===== src/battery_rate_estimator_macros.svh =====
// assertion macros used by the rate estimator
`ifndef BATTERY_RATE_ESTIMATOR_MACROS_SVH
`define BATTERY_RATE_ESTIMATOR_MACROS_SVH
`ifndef NO_ASSERTIONS
// same-cycle implication
`define BRE_ASSERT_IMP(lbl, ck, rs, ante, cons, msg) \
  lbl: assert property (@(posedge ck) disable iff (rs) (ante) |-> (cons)) else $error(msg);
// next-cycle implication
`define BRE_ASSERT_NXT(lbl, ck, rs, ante, cons, msg) \
  lbl: assert property (@(posedge ck) disable iff (rs) (ante) |=> (cons)) else $error(msg);
`else
`define BRE_ASSERT_IMP(lbl, ck, rs, ante, cons, msg)
`define BRE_ASSERT_NXT(lbl, ck, rs, ante, cons, msg)
`endif
`endif


===== src/bre_ram.sv =====
module bre_ram #(
  parameter int WIDTH = 8,
  parameter int DEPTH = 16
) (
  input  logic                     clk,
  input  logic                     we,
  input  logic [$clog2(DEPTH)-1:0] waddr,
  input  logic [WIDTH-1:0]         wdata,
  input  logic                     re,
  input  logic [$clog2(DEPTH)-1:0] raddr,
  output logic [WIDTH-1:0]         rdata
);

  logic [WIDTH-1:0] mem [DEPTH];

  // one write port, one registered read port
  always_ff @(posedge clk) begin
    if (we) begin
      mem[waddr] <= wdata;
    end
    if (re) begin
      rdata <= mem[raddr];
    end
  end

endmodule


===== config.mk =====
export PLATFORM = sky130hd
export DESIGN_NAME = bre_ram
export DESIGN_NICKNAME = d
export VERILOG_FILES = /design/src/battery_rate_estimator_macros.svh /design/src/bre_ram.sv
export SDC_FILE = /design/constraint.sdc
export NUM_CORES = 1
export LEC_CHECK = 0
export BUFFER_PORTS_ARGS = -buffer_cell sky130_fd_sc_hd__clkbuf_2
export CAP_MARGIN = 20
export CORE_UTILIZATION = 35
export CTS_CLUSTER_SIZE = 12
export DETAILED_ROUTE_END_ITERATION = 10
export GPL_TIMING_DRIVEN = 1
export HOLD_SLACK_MARGIN = 0.12
export PLACE_DENSITY = 0.63
export REMOVE_ABC_BUFFERS = 1
export SLEW_MARGIN = 10
export SYNTH_ARGS = -nofsm -noshare
export SYNTH_HDL_FRONTEND = slang
export SYNTH_SLANG_ARGS = --single-unit

===== constraint.sdc =====
create_clock -name clk -period 1.6 [get_ports clk]
set_input_delay 0 -clock clk [delete_from_list [all_inputs] [get_ports clk]]
set_output_delay 0 -clock clk [all_outputs]
set_load 0.005 [all_outputs]

==> out/results.tsv <==
stage	metric	value	unit
worst_setup_path	timing.reg2reg.setup_slack	0.06	ns
yosys	register_bit_count_reported_by_yosys	136	
clock_tree	postCtsSetupRepairBufs	0	
clock_tree	cts_root_buf	clkbuf_16	
timing	grt_setup_unrepaired	no	
die	vert_die_dim	124	microns
global_route	use_met1	20.6	%
timing	final_max_slew_viol_count	0	
cells_and_area	number_of_diodes	0	
timing	finalHoldViolations	0	
timing	finalCriticalPeriod	1.54	ns
routing	ant_nets	0	
worst_setup_path	crit_required	1.75	ns
global_route	grt-ovfl-total	0	
power_and_ir_drop	power_leakage	2.17	nW
clock_tree	ctsHtreeMaxLevel	4	
global_route	grt_util_met2	20.9	%
power_and_ir_drop	power.share.sequential	51.2	%
die	floorplan.initialDensity	36.0	%
run	max_cap_violations	0	
place	detailedPlacementHpwl	6790	microns
global_route	grt_start_max_net_pins	18	
yosys	yosys_warnings	0	
die	coreArea	0.0145	sq mm
hold_path	hold_class	input port to flop	
global_route	track_usage	14.5	%
routing	routed_vias	2520	
yosys	avgSynthCellArea	22.8	sq um
yosys	async_flop_share	0	%
worst_setup_path	cp_max_fo	1	
yosys	synth.most_common_cell	edfxtp_1	
yosys	synth_area_leader_cell	edfxtp_1	
power_and_ir_drop	share_clk_of_total_power	43.5	%
clock_tree	clkSlewWorstSetupHoldPaths	0.05	ns
place	placedInstanceArea	0.00578	sq mm
place	placedCellCount	454	
global_route	grt_most_used_layer	met2	
yosys	post_synth_most_frequent_cells	edfxtp_1, mux4_2, a22oi_1	
place	globalplace.congestion	0.689	
clock_tree	clk_latency	0.41	ns
global_route	grt_antenna_before_repair	0	
power_and_ir_drop	powerDensity	1230	mW/mm^2
routing	routedWlPerCell	21.1	microns
routing	post_drt_via_cell_ratio	5.09	
worst_setup_path	path_class	flop to flop	
clock_tree	max-clock-path-buffers	2	
power_and_ir_drop	vdd_ir_drop_max	687	uV
power_and_ir_drop	power_switching_share	20.1	%
timing	timing_worst_slew_pin_value	0.389	ns
die	ios	27	
routing	drc	0	
cells_and_area	final_layout_size_suffix_gt1_share	30.5	%
routing	drt-initial-drc-count	254	
hold_path	hold_path_startpoint	waddr[2]	
timing	fmax	0.651	GHz
power_and_ir_drop	p_comb_share	5.2	%
yosys	synth_ff_type	edfxtp_1	
cells_and_area	postLayoutCellArea	0.00639	sq mm
yosys	yosys.area.top_type_share	78.1	%
worst_setup_path	worst_flop_to_flop_path_startpoint	mem[11][6]	
worst_setup_path	crit_end_element	flop	
yosys	yosys.cell_types.count	18	
timing	rel_slew_slack	74.1	%
clock_tree	tritoncts_clock_tree	yes	
yosys	syn_area	0.00523	sq mm
clock_tree	cts_made_buffers	17	
yosys	synth-edff-count	136	
timing	timing.final.crit_share	96.0	%
routing	drt_pass1_iterations	4	
worst_setup_path	cp-start-kind	flop	
die	die_x	124	microns
power_and_ir_drop	cellInternalPower	0.00631	W
global_route	grt_first_pass_wirelength	16000	microns
global_route	number_of_global_route_vias_before_repair	2575	
cells_and_area	nNetsFinal	317	
place	buffer_ports.inserted	26	
worst_setup_path	timing.critical_path.arrival	1.69	ns
yosys	synthesis.instances	229	
cells_and_area	final_core_util	44.0	%
power_and_ir_drop	power_switching	0.00158	W
yosys	synth.yosys.seq_area_share	78.1	%
global_route	gr-usage-met3	4.78	%
cells_and_area	area_growth	22.2	%
yosys	synth.top_cells.by_area	edfxtp_1, mux4_2, mux4_1	
cells_and_area	instances_no_fill	495	
worst_setup_path	crit_start	mem[11][6]	
clock_tree	cts.sink_count	136	
status	result_of_the_run	finished, final reports clean	
timing	setup-violations-final	0	
die	core_rows	44	
routing	routed_wl	10400	microns
die	dieArea	0.0154	sq mm
timing	fin_skew	0.0115	ns
## placed cells by master, fill, tap and decap left out, types with 9 or more instances in the layout
cell type	n
clkbuf_16	17
edfxtp_1	136
mux4_1	14
buf_4	18
mux4_2	18
a22oi_1	16
nand2_1	9
nor2_1	13
dlygate4sd3_1	9
clkbuf_2	26
## logic make-up after synthesis
family	after synthesis	synth area share [%]
buffers and inverters	10	1.65
muxes	32	14.8
and+or+nand+nor	35	3.14
DFF	136	78.1
AOI/OAI and AO/OA	16	2.30
## what timing repair did
action,4_1_cts,5_1_grt
gates resized for setup,0,0
hold buffers,9,0
endpoints found under the hold margin,136,0
## worst max-delay path, cell delays in order (launching register included)
cell,delay (ns)
edfxtp_1,0.35
mux4_2,0.46
a22oi_1,0.36
nand2_1,0.09
## sequential cells by signal, indices dropped and copies added (netlist names)
register / cells
mem: 128
rdata: 8
## through the flow
step,setup TNS [ns],hold slack [ns],worst slack (ns),total power (W)
after floorplan,0,0.0989,0.107,0.00426
after global placement,-0.0941,0.402,-0.0594,0.00451
after detailed placement,-0.0831,0.400,-0.0671,0.00452
after CTS,0,0.135,0.0601,0.00798
after global routing,0,0.154,0.0350,0.00815
final,0,0.155,0.0639,0.00789
## power by group through the flow
stage	Combinational (W)	Sequential [W]	Clock (W)
4_1_cts	0.000425	0.00404	0.00352
5_1_grt	0.000448	0.00404	0.00365
3_5_place_dp	0.000406	0.00411	0
3_3_place_gp	0.000397	0.00411	0
2_1_floorplan	0.000160	0.00410	0
6_report	0.000414	0.00404	0.00343
## area by class of cell
cell class,instances,area (sq um)
Fill cell,1251,8150
Sequential cell,136,4080
Multi-Input combinational cell,83,1060
Timing Repair Buffer,60,495
Clock buffer,20,437
Tap cell,184,230
Clock inverter,12,85.1
## worst paths after layout
check / endpoint / cells past startpoint
max: rdata[6] / 3
min: mem[5][0] / 3
max reg2reg: rdata[6] / 3
min reg2reg: rdata[1] / 3
## metal layers
layer / wire length (microns) / up-vias
li1: - / 1122
met1: 4570 / 1284
met2: 4790 / 104
met3: 940 / 10
met4: 131 / 0
met5: 0 / -
No activity file was read; power rests on OpenSTA's default activity.
