[config.mk]
export PLATFORM = sky130hd
export DESIGN_NAME = bre_div
export DESIGN_NICKNAME = d
export VERILOG_FILES = /design/src/battery_rate_estimator_macros.svh /design/src/bre_pkg.sv /design/src/bre_div.sv
export SDC_FILE = /design/constraint.sdc
export NUM_CORES = 1
export LEC_CHECK = 0
export ABC_AREA = 1
export BUFFER_PORTS_ARGS = -buffer_cell sky130_fd_sc_hd__buf_2
export CELL_PAD_IN_SITES_DETAIL_PLACEMENT = 1
export CELL_PAD_IN_SITES_GLOBAL_PLACEMENT = 1
export CORE_ASPECT_RATIO = 1.75
export CORE_MARGIN = 2
export CORE_UTILIZATION = 41
export DETAILED_ROUTE_END_ITERATION = 12
export PLACE_DENSITY_LB_ADDON = 0.1
export REMOVE_ABC_BUFFERS = 1
export SYNTH_ARGS = -nofsm -noshare
export SYNTH_HDL_FRONTEND = slang
export SYNTH_SLANG_ARGS = --single-unit
[constraint.sdc]
create_clock -name clk -period 8.7 [get_ports clk]
set_clock_uncertainty 0.05 [all_clocks]
set_input_delay 1.305 -clock clk [delete_from_list [all_inputs] [get_ports clk]]
set_output_delay 1.305 -clock clk [all_outputs]
set_load 0.01 [all_outputs]
[src/battery_rate_estimator_macros.svh]
// assertion macros used by the rate estimator
`ifndef BATTERY_RATE_ESTIMATOR_MACROS_SVH
`define BATTERY_RATE_ESTIMATOR_MACROS_SVH
`ifndef NO_ASSERTIONS
// same-cycle implication
`define BRE_ASSERT_IMP(lbl, ck, rs, ante, cons, msg) \
  lbl: assert property (@(posedge ck) disable iff (rs) (ante) |-> (cons)) else $error(msg);
// next-cycle implication
`define BRE_ASSERT_NXT(lbl, ck, rs, ante, cons, msg) \
  lbl: assert property (@(posedge ck) disable iff (rs) (ante) |=> (cons)) else $error(msg);
`else
`define BRE_ASSERT_IMP(lbl, ck, rs, ante, cons, msg)
`define BRE_ASSERT_NXT(lbl, ck, rs, ante, cons, msg)
`endif
`endif

[src/bre_pkg.sv]
package bre_pkg;

  // field widths
  localparam int TIME_W  = 32;
  localparam int LEVEL_W = 7;
  localparam int CHG_W   = 8;
  localparam int WIN_W   = 22;
  localparam int MDEL_W  = 7;
  localparam int MSMP_W  = 10;
  localparam int IDX_W   = 2;
  localparam int PROD_W  = 39;
  localparam int DIVD_W  = 56;
  localparam int DIVS_W  = 32;
  localparam int DCNT_W  = 6;

  localparam logic [TIME_W-1:0]  MS_PER_HOUR = 32'd3600000;
  localparam logic [LEVEL_W-1:0] FULL_LEVEL  = 7'd100;

  // register indexes
  localparam logic [IDX_W-1:0] REG_WINDOW      = 2'd0;
  localparam logic [IDX_W-1:0] REG_MIN_DELTA   = 2'd1;
  localparam logic [IDX_W-1:0] REG_MIN_SAMPLES = 2'd2;

  localparam logic [WIN_W-1:0]  WINDOW_RESET      = 22'd300000;
  localparam logic [MDEL_W-1:0] MIN_DELTA_RESET   = 7'd3;
  localparam logic [MSMP_W-1:0] MIN_SAMPLES_RESET = 10'd2;

  typedef enum logic [3:0] {
    ST_IDLE,
    ST_WALK_RD,
    ST_WALK_CHK,
    ST_EST,
    ST_MUL_RATE,
    ST_DIV_RATE,
    ST_MUL_NUM,
    ST_MUL_DEN,
    ST_DIV_TIME,
    ST_EMIT
  } state_t;

  // divider status
  typedef struct packed {
    logic busy;
    logic done;
  } div_status_t;

endpackage

[src/bre_div.sv]
module bre_div (
  input  logic                        clk,
  input  logic                        rst,
  input  logic                        start,
  input  logic [bre_pkg::DIVD_W-1:0]  dividend,
  input  logic [bre_pkg::DIVS_W-1:0]  divisor,
  output logic [bre_pkg::DIVD_W-1:0]  quotient,
  output bre_pkg::div_status_t        status
);
  import bre_pkg::*;

  logic [DIVS_W:0]   rem;
  logic [DIVS_W-1:0] dsr;
  logic [DCNT_W-1:0] cnt;
  logic              busy;
  logic              done;
  logic [DIVS_W:0]   rem_sh;
  logic [DIVS_W:0]   rem_sub;
  logic              fits;

  // one restoring step per cycle
  assign rem_sh  = {rem[DIVS_W-1:0], quotient[DIVD_W-1]};
  assign rem_sub = rem_sh - {1'b0, dsr};
  assign fits    = rem_sh >= {1'b0, dsr};

  always_ff @(posedge clk) begin
    if (rst) begin
      busy <= 1'b0;
      done <= 1'b0;
    end else begin
      done <= 1'b0;
      if (start) begin
        busy     <= 1'b1;
        rem      <= '0;
        dsr      <= divisor;
        quotient <= dividend;
        cnt      <= DCNT_W'(DIVD_W - 1);
      end else if (busy) begin
        rem      <= fits ? rem_sub : rem_sh;
        quotient <= {quotient[DIVD_W-2:0], fits};
        cnt      <= cnt - 1'b1;
        if (cnt == '0) begin
          busy <= 1'b0;
          done <= 1'b1;
        end
      end
    end
  end

  assign status.busy = busy;
  assign status.done = done;

endmodule

==> results of run 1 <==
through the flow:
stage	setup WS, ps	util, %	instances	hold slack [ps]	cell area (um2)
global route	4939	49.76	1458	510.9	9552
floorplan	1181	-	1032	429.6	7908
CTS	5112	49.76	1458	493.4	9552
detailed placement	4670	46.91	1426	474.5	9006
finish	5115	49.76	1458	480.7	9552
global placement	4716	46.91	1426	478.9	9006
kinds of logic after synthesis:
logic type	after synthesis	share of synthesized area, %
AND/OR/NAND/NOR	656	33.74
buffers and inverters	198	9.862
flip-flops	128	47.39
adder cells (fa/ha/maj)	35	5.520
AO/OA/AOI/OAI	29	1.861
XOR/XNOR	15	1.628
flip-flops by register name, indices dropped and copies added, names as in the netlist:
signal	count
dsr	32
done	1
cnt	6
quotient	56
rem	32
busy	1
worst reg2reg max path, stage by stage, from the launching register on:
cell and delay, ps:
edfxtp_1 410, ha_1 380, nand2_1 130, inv_1 70
nand2_1 80, nand2_1 70, nand2_1 70, nand3_2 130
nand2_2 110, nand2_1 90, nand2_2 60, buf_4 420
nand2_4 200, inv_2 570, nor2_1 140, nor2_1 160
layout make-up:
| type | instances | area, um2 |
|---|---|---|
| Inverter | 169 | 634.4 |
| Clock buffer | 19 | 432.9 |
| Sequential cell | 128 | 3824 |
| Clock inverter | 13 | 112.6 |
| Multi-Input combinational cell | 735 | 3468 |
| Tap cell | 241 | 301.5 |
| Timing Repair Buffer | 153 | 778.2 |
| Fill cell | 2452 | 9646 |
power breakdown:
| part | switching, mW | internal [mW] | total (mW) |
|---|---|---|---|
| combinational | 0.308 | 0.155 | 0.463 |
| clock | 0.283 | 0.392 | 0.675 |
| sequential | 0.0228 | 0.740 | 0.763 |
| total | 0.614 | 1.29 | 1.90 |
synth_stat cells, drive strengths merged:
master	instances	area, um2
fa	1	20.02
o21ai	4	20.01
nand3	33	180.2
nor3	6	35.03
a21oi	23	115.1
nor2	116	462.9
or2	1	6.260
dfxtp	2	40.04
o21a	1	7.510
xnor2	1	8.760
edfxtp	126	3784
xor2	14	122.6
ha	34	425.4
clkbuf	15	56.30
nand4	4	25.02
buf	14	105.1
and2	9	56.30
o21bai	1	7.510
nor4	1	6.260
nand3b	27	202.7
and3	2	12.51
nand2	457	1735
inv	169	634.4
cells in the final DEF (no fill, tap or decap), drive strengths merged:
cell        n
o21ai       4
nand3      33
fa          1
nor3        6
inv       171
nand4       4
nor2      116
xor2       14
clkinvlp    1
nand3b     27
ha         34
nor4        1
edfxtp    126
o21a        1
and3        2
clkinv      9
o21bai      1
clkbuf     19
dfxtp       2
or2         1
a21oi      23
bufinv      1
buf       153
xnor2       1
and2        9
nand2     457
per-layer routing:
metal  wire length, um  global-route usage [%]
met2             13260                   45.66
met1              8603                   23.50
met5                 0                       0
met3               943                   4.865
met4              1219                   12.71
worst min-delay path by stage:
stage | to | cells past startpoint
final | done | 2
after global routing | done | 2
after CTS | done | 2
after detailed placement | quotient[48] | 2
after global placement | quotient[53] | 2
after floorplan | done | 2
==> summary.md, run 1 <==
| Metric | Value |
|---|---|
| Status | `complete, no violations` |
| Post-Route WL | `24030 um` |
| Slowest CP cell | `buf_4` |
| Reg2reg end | `rem[6]` |
| Clock-pin slew of the registers on the worst-case setup and hold paths | `about 60 ps` |
| Crit path buf inv count | `4` |
| CTS sink cnt | `128` |
| Wirelength per Cell | `approximately 16 um` |
| DRT iter0 DRCs | `163` |
| RSZ-0062 raised after global routing | `no` |
| Hold Crit Class | `reg2reg` |
| Post-DP HPWL | `17400 um` |
| Post-cts hold buffer count | `0` |
| Fin. max-slew vios | `0` |
| Post_cts resized | `0` |
| IO Port Bufs | `around 150` |
| Power after layout | `between 1.5 and 2 mW` |
| Vias per cell | `4.930` |
| Crit end category | `register` |
| CTS tree | `done` |
| Initial antenna violation count | `0` |
| Worst setup path endpoint | `rem[25]` |
| Crit path top cell by count | `buf_4` |
| Rows | `67` |
| Die W | `110.0 um` |
| Fin crit share | `about 41%` |
| Die height | `189.6 um` |
| I/O pins | `149` |
| Critical Path RT | `roughly 8700 ps` |
| Full die area | `20860 um2` |
| Number of global-route vias before repair | `7613` |
| Remaining DRCs | `0` |
| Synthesized flop and latch total | `~130` |
| Pwr/cell area | `199.1 nW/um2` |
| Pleak | `4.946 nW` |
| GPL Wtd Cong | `0.9449` |
| Largest net degree at the start of global routing | `92` |
| GRT overflow | `0` |
| Worst path cell trace | `buf_2, buf_4, inv_2, a21oi_4, buf_4` |
| Reg2reg setup slack | `between 5000 and 6000 ps` |
| Max Cap Viol | `0` |
| Hold Startpoint | `busy` |
| Final setup viols | `0` |
| CP top delay family | `buffers and inverters` |
| Peak VDD IR | `approximately 0.11 mV` |
| Worst-Margin Slew | `1106 ps` |
| CP peak stage delay | `about 880 ps` |
| Cell Area, Synth | `between 8000 and 9000 um2` |
| Startpoint Class | `input port` |
| Final Hold Viols | `0` |
| Origin of the critical flop-to-flop path | `rem[2]` |
| Ant. Diodes | `0` |
| Core ar. | `19200 um2` |
| Area Growth Syn to Fin | `18.37%` |
| Syn Area/Cell | `7.605 um2` |
| Share of cells above drive strength 1 | `between 15 and 20%` |
| Number of CTS-inserted buffers | `17` |
| Setup Fix Bufs, Post-CTS | `0` |
| Initial core utilization | `between 40% and 50%` |
| Register area share after synthesis | `47.39%` |
| CP arrival | `3570 ps` |
| Worst skew pair latency | `420 ps` |
| Worst reg-to-reg path cell count | `15` |
| Crit path depth | `5` |
| Synth Instances | `roughly 1100` |
| Total global routing track utilization | `24.08%` |
| F_max | `279.0 MHz` |
| Global-route wire length before repair | `37810 um` |
| Vias | `7188` |
| CTS root buf | `clkbuf_16` |
| Nets@finish | `1330` |
| Yosys cell types | `33` |
| CP Max Fanout | `80` |
| Slew headroom | `26.08%` |
| CTS H-tree depth | `4` |
| Initial DRT Pass Iterations | `4` |
| Clock buffer depth | `2` |
| Setup CP Type | `in2reg` |
| Ys Warns | `0` |
| Post-DRT Antenna Nets | `0` |
| Setup TNS | `0 ps` |
| Critical path startpoint | `start` |
| Tmin final | `3585 ps` |
No activity file was read; power rests on OpenSTA's default activity.
==> run 2, diff against run 1 <==
==> constraint.sdc (replaced) <==
create_clock -name clk -period 3.71 [get_ports clk]
set_clock_uncertainty 0.05 [all_clocks]
set_input_delay 0.5565 -clock clk [delete_from_list [all_inputs] [get_ports clk]]
set_output_delay 0.5565 -clock clk [all_outputs]
set_load 0.01 [all_outputs]
==> run 2 against run 1 <==
Design area increased by 0.84%. Via count is 0.33% higher. Critical path depth is 8 higher. Count of clock-buffer cells in the layout did not move. Clock power grew to 2.5 times the previous value. Total power up 140%. Cell count is 0.27% higher. Combinational power grew 140%. Flip-flop and latch count stayed put. Critical path type is now reg2reg. Largest power group unchanged.
==> summary.md, run 2 (synthesis results as in run 1) <==
| Metric | Value |
|---|---|
| Status | `complete, no violations` |
| CP Max Fanout | `30 (-63%)` |
| Global-route wire length before repair | `39280 um (+3.9%)` |
| CTS sink cnt | `128 (unchanged)` |
| Core ar. | `19200 um2 (unchanged)` |
| Max Cap Viol | `0 (unchanged)` |
| Startpoint Class | `register` |
| Vias per cell | `4.933 (about the same)` |
| Tmin final | `3207 ps` |
| Top Registers | `quotient: 56 flops, dsr: 32 flops, rem: 32 flops` |
| CTS H-tree depth | `4 (unchanged)` |
| Hold Crit Class | `in2reg` |
| Critical path startpoint | `rem[27]` |
| GRT overflow | `0 (unchanged)` |
| CP peak stage delay | `540 ps (-340 ps)` |
| F_max | `slightly above 300 MHz` |
| Die W | `110.0 um (unchanged)` |
| Die height | `189.6 um (unchanged)` |
| Reg2reg setup slack | `500 ps (-4920 ps)` |
| Total global routing track utilization | `25.32% (+1.2 points)` |
| Post-Place Cells | `1429 (+0.21%)` |
| CP arrival | `3450 ps (-120 ps)` |
| Rows | `67 (unchanged)` |
| Clock buffer depth | `2 (unchanged)` |
| Crit path depth | `13 (+8)` |
| Crit end category | `register` |
| Setup Fix Bufs, Post-CTS | `0 (unchanged)` |
| Max reg flops | `56 (unchanged)` |
| DRT iter0 DRCs | `266 (+63%)` |
| CTS root buf | `clkbuf_16` |
| Worst path cell trace | `ha_1, nand2_2, inv_1, nand2_1, and2_1, nor2_1, nor2_1, nand2_2, nor2_4, nand2_4, inv_2, nor2_1, nor2_1` |
| Remaining DRCs | `0 (unchanged)` |
| Worst skew pair latency | `430 ps (about the same)` |
| Reg2reg end | `rem[13]` |
| Pleak | `4.981 nW (+0.70%)` |
| Peak VDD IR | `0.2705 mV (+150%)` |
| CTS tree | `done` |
| Crit path top cell by count | `nor2_1` |
| DP Area | `9054 um2 (+0.53%)` |
| Final Hold Viols | `0 (unchanged)` |
| Ant. Diodes | `0 (unchanged)` |
| Most frequent cells in the layout | `nand2_1 (451), inv_1 (165), buf_2 (148)` |
| Slowest CP cell | `inv_2` |
| Area Growth Syn to Fin | `19.37%` |
| Post-DP HPWL | `18570 um (+6.8%)` |
| Pwr/cell area | `476.6 nW/um2 (+140%)` |
| Initial core utilization | `42.03% (unchanged)` |
| CP top delay family | `simple AND/OR/NAND/NOR gates` |
| Full die area | `20860 um2 (unchanged)` |
| Fin. max-slew vios | `0 (unchanged)` |
| IO Port Bufs | `148 (unchanged)` |
| Fin crit share | `86.45%` |
| Slew headroom | `27.14% (+1.1 points)` |
| Crit path buf inv count | `2 (-2)` |
| Initial DRT Pass Iterations | `4 (unchanged)` |
| Vias | `7212 (+0.33%)` |
| Setup CP Type | `reg2reg` |
| Nets@finish | `1334 (+0.30%)` |
| Final setup viols | `0 (unchanged)` |
| Initial antenna violation count | `0 (unchanged)` |
| Setup TNS | `0 ps (unchanged)` |
| Hold path cells | `1 (-1)` |
| Worst reg-to-reg path cell count | `13 (-2)` |
| Number of global-route vias before repair | `7837 (+2.9%)` |
| GPL Wtd Cong | `0.9891 (+4.7%)` |
| Share of cells above drive strength 1 | `17.12% (+0.44 points)` |
| Clock-pin slew of the registers on the worst-case setup and hold paths | `60 ps (about the same)` |
| Number of CTS-inserted buffers | `17 (unchanged)` |
| Final cell count without fillers | `1462 (+0.27%)` |
| Post-Route WL | `25280 um (+5.2%)` |
| Post-route cell area | `9632 um2 (+0.84%)` |
| Commonest non-fill, non-tap cell in the layout | `nand2_1` |
| Largest net degree at the start of global routing | `65 (-29%)` |
| RSZ-0062 raised after global routing | `no` |
| Wirelength per Cell | `17.29 um (+4.9%)` |
| Post-DRT Antenna Nets | `0 (unchanged)` |
| Origin of the critical flop-to-flop path | `rem[27]` |
| I/O pins | `149 (unchanged)` |
| Worst-Margin Slew | `1092 ps (-14.47 ps)` |
| Worst setup path endpoint | `rem[13]` |
| Largest Register | `quotient` |
| Critical Path RT | `3950 ps (-4730 ps)` |
==> run 2: changes by cell type in the layout (fill, tap and decap cells not counted), sizes merged <==
cell,previous run,this run
nor2,116,117
buf,153,156
clkinv,9,7
bufinv,1,2
clkinvlp,1,2
==> run 2: what timing repair did <==
action                                  4_1_cts  5_1_grt
endpoints found under the setup margin        0        7
gates resized for setup                       0        0
endpoints found under the hold margin         0        0
hold buffers                                  0        0
==> run 2: how the worst min path moves through the flow <==
stage | slack (ps) | start | to
2_1_floorplan | 430 | busy | done
3_3_place_gp | 460 | busy | done
3_5_place_dp | 470 | busy | done
4_1_cts | 230 | divisor[9] | dsr[9]
5_1_grt | 230 | divisor[28] | dsr[28]
6_report | 250 | divisor[20] | dsr[20]
==> run 2: final cells by class <==
type	instances	area [um2]
clock inverters	13	138.9
fillers	2455	9565
flip-flops and latches	128	3824
clock buffers	19	432.9
well taps	241	301.5
multi-input cells	736	3475
repair buffers	156	825.8
inverters	169	634.4
==> run 2: routing by layer <==
metal | vias to the layer above | GRT usage [%] | share of wire, % | wire (um)
li1 | 3571 | - | - | -
met1 | 3406 | 24.53 | 35 | 8812
met2 | 182 | 48.14 | 55 | 13990
met3 | 53 | 5.379 | 4.8 | 1218
met4 | 0 | 13.19 | 5.0 | 1261
met5 | - | 0 | 0 | 0
==> run 2: stage by stage <==
stage                     hold WS, ps  util, %  total power [mW]  setup slack (ps)
final                           246.3    50.17             4.590             502.6
after floorplan                 429.6        -             2.534             -3060
after CTS                       229.1    50.14             4.627             186.0
after detailed placement        468.5    47.16             2.925             213.5
after global placement          463.7    47.16             2.896             226.8
after global routing            233.3    50.17             4.835             241.3
==> run 2: where the power goes <==
part	switching [mW]	internal, mW	total [mW]
combinational	0.745	0.372	1.12
sequential	0.0497	1.73	1.78
clock	0.699	0.991	1.69
==> run 3, diff against run 2 <==
==> constraint.sdc (replaced) <==
create_clock -name clk -period 3.79 [get_ports clk]
set_clock_uncertainty 0.05 [all_clocks]
set_input_delay 0.5685 -clock clk [delete_from_list [all_inputs] [get_ports clk]]
set_output_delay 0.5685 -clock clk [all_outputs]
set_load 0.01 [all_outputs]
==> run 3 against run 2 <==
Sequential share of layout area up 0.098 points. Utilization down 0.12 points. Die area is the same. Count of clock-buffer cells in the layout decreased by 1. Sequential power about the same. Worst setup slack improved by 460 ps. Combinational power hardly changed. Flip-flop and latch count did not move. Design area shrank 0.25%. Largest cell class unchanged. Highest routed layer unchanged.
==> summary.md, run 3 (synthesis results as in run 1) <==
| Metric | Value |
|---|---|
| Die W | `110.0 um (unchanged)` |
| Commonest non-fill, non-tap cell in the layout | `nand2_1` |
| Initial DRT Pass Iterations | `4 (unchanged)` |
| Initial core utilization | `42.03% (unchanged)` |
| Global-route wire length before repair | `39270 um (about the same)` |
| Die height | `189.6 um (unchanged)` |
| Tmin final | `2832 ps (-375.3 ps)` |
| Clock buffer depth | `2 (unchanged)` |
| CP arrival | `2960 ps (-490 ps)` |
| F_max | `353.1 MHz (+13%)` |
| Flop pwr share | `39.8% (+0.9 points)` |
| CP top delay family | `simple AND/OR/NAND/NOR gates` |
| Slowest CP cell | `edfxtp_1` |
| Most frequent cells in the layout | `nand2_1 (451), inv_1 (165), buf_2 (148)` |
| Largest net degree at the start of global routing | `62 (-4.6%)` |
| Worst-Margin Slew | `830.7 ps (-261.1 ps)` |
| Area Growth Syn to Fin | `19.07%` |
| Fin. max-slew vios | `0 (unchanged)` |
| GPL Wtd Cong | `0.9478 (-4.2%)` |
| Setup TNS | `0 ps (unchanged)` |
| Vias | `7216 (+0.055%)` |
| Number of global-route vias before repair | `7833 (-0.051%)` |
| Final hold slack | `262.6 ps (+16.32 ps)` |
| Post-DP HPWL | `19040 um (+2.5%)` |
| Pleak | `4.977 nW (about the same)` |
| Wirelength per Cell | `17.18 um (-0.61%)` |
| Switching power total | `1.438 mW (-3.7%)` |
| Max reg flops | `56 (unchanged)` |
| Slew headroom | `44.50% (+17 points)` |
| CTS root buf | `clkbuf_16` |
| Post-Route WL | `25160 um (-0.48%)` |
| Final Hold Viols | `0 (unchanged)` |
| Crit end category | `register` |
| DRT iter0 DRCs | `221 (-17%)` |
| CP peak stage delay | `450 ps (-90 ps)` |
| Worst skew pair latency | `430 ps (about the same)` |
| Worst path cell trace | `ha_1, nand2_1, nor2_1, nand2_1, nand2_1, inv_1, nand2_1, nand2_2, nand2_4, inv_2, nor2_1, nor2_1` |
| Switching part of the total power | `32.71% (+0.18 points)` |
| Post-DRT Antenna Nets | `0 (unchanged)` |
| Rows | `67 (unchanged)` |
| Hold Crit Class | `in2reg` |
| Remaining DRCs | `0 (unchanged)` |
| Core ar. | `19200 um2 (unchanged)` |
| Status | `complete, no violations` |
| Setup Fix Bufs, Post-CTS | `0 (unchanged)` |
| Initial antenna violation count | `0 (unchanged)` |
| Number of CTS-inserted buffers | `17 (unchanged)` |
| I/O pins | `149 (unchanged)` |
| Filler cells | `2478 (+0.94%)` |
| IO Port Bufs | `148 (unchanged)` |
| Startpoint Class | `register` |
| CP Max Fanout | `30 (unchanged)` |
| CTS sink cnt | `128 (unchanged)` |
| Crit path top cell by count | `nand2_1` |
| Comb pwr share | `24.7% (+0.4 points)` |
| Top Registers | `quotient: 56 flops, dsr: 32 flops, rem: 32 flops` |
| Max Cap Viol | `0 (unchanged)` |
| Nets@finish | `1336 (+0.15%)` |
| Largest Register | `quotient` |
| Total global routing track utilization | `25.13% (-0.19 points)` |
| Final setup viols | `0 (unchanged)` |
| Pwr/cell area | `457.6 nW/um2 (-4.0%)` |
| Share of cells above drive strength 1 | `17.09% (-0.028 points)` |
| Critical Path RT | `3910 ps (-40 ps)` |
| Setup CP Type | `reg2reg` |
| Clock power frac | `35.5% (-1.3 points)` |
| Crit path buf inv count | `2 (unchanged)` |
| CTS H-tree depth | `4 (unchanged)` |
| Vias per cell | `4.929 (about the same)` |
| Fin crit share | `74.72% (-12 points)` |
| CTS tree | `done` |
| Full die area | `20860 um2 (unchanged)` |
| Peak VDD IR | `0.2991 mV (+11%)` |
| GRT overflow | `0 (unchanged)` |
| Post_cts resized | `0 (unchanged)` |
| Post-cts hold buffer count | `0 (unchanged)` |
| Ant. Diodes | `0 (unchanged)` |
| P_int | `2.958 mW (-4.5%)` |
| RSZ-0062 raised after global routing | `no` |
| Clock-pin slew of the registers on the worst-case setup and hold paths | `60 ps (about the same)` |
-- run 3: routing by layer --
| metal | vias to the layer above | share of wire (%) | wire (um) | track usage, % |
|---|---|---|---|---|
| met5 | - | 0 | 0 | 0 |
| met4 | 0 | 4.3 | 1071 | 12.12 |
| met3 | 55 | 4.0 | 998 | 5.070 |
| met2 | 168 | 57 | 14320 | 49.08 |
| met1 | 3415 | 35 | 8764 | 23.74 |
| li1 | 3578 | - | - | - |
-- run 3: layout make-up --
type | count | area (um2) | share of cell area [%]
sequential | 128 | 3824 | 39.80
multi-input combinational | 735 | 3468 | 36.10
timing repair buffer | 159 | 835.8 | 8.699
inverter | 169 | 634.4 | 6.602
clock buffer | 18 | 429.2 | 4.467
tap | 241 | 301.5 | 3.138
clock inverter | 14 | 115.1 | 1.198
-- run 3: per-stage QoR --
stage / power (mW) / cell area, um2 / setup WS [ps] / utilization [%] / std cells
floorplan: 2.480 / 7908 / -2992 / - / 1032
global placement: 2.842 / 9064 / 1059 / 47.21 / 1432
detailed placement: 2.865 / 9064 / 984.3 / 47.21 / 1432
CTS: 4.433 / 9608 / 930.8 / 50.05 / 1464
global route: 4.617 / 9608 / 771.6 / 50.05 / 1464
finish: 4.397 / 9608 / 957.9 / 50.05 / 1464
-- run 3: path summary, 6_finish.rpt --
| path | start | end | slack (ps) | cells after the start |
|---|---|---|---|---|
| hold / removal | divisor[20] | dsr[20] | 260 | 1 |
| hold reg to reg | quotient[51] | quotient[52] | 490 | 2 |
| setup / recovery | rem[15] | rem[4] | 960 | 12 |
| setup reg to reg | rem[15] | rem[4] | 960 | 12 |
-- run 3: power by group through the flow --
| stage | sequential [mW] | combinational, mW | clock [mW] |
|---|---|---|---|
| after floorplan | 1.79 | 0.687 | 0 |
| after CTS | 1.75 | 1.10 | 1.58 |
| after global placement | 1.77 | 1.07 | 0 |
| final | 1.75 | 1.09 | 1.56 |
| after detailed placement | 1.78 | 1.09 | 0 |
| after global routing | 1.76 | 1.23 | 1.63 |
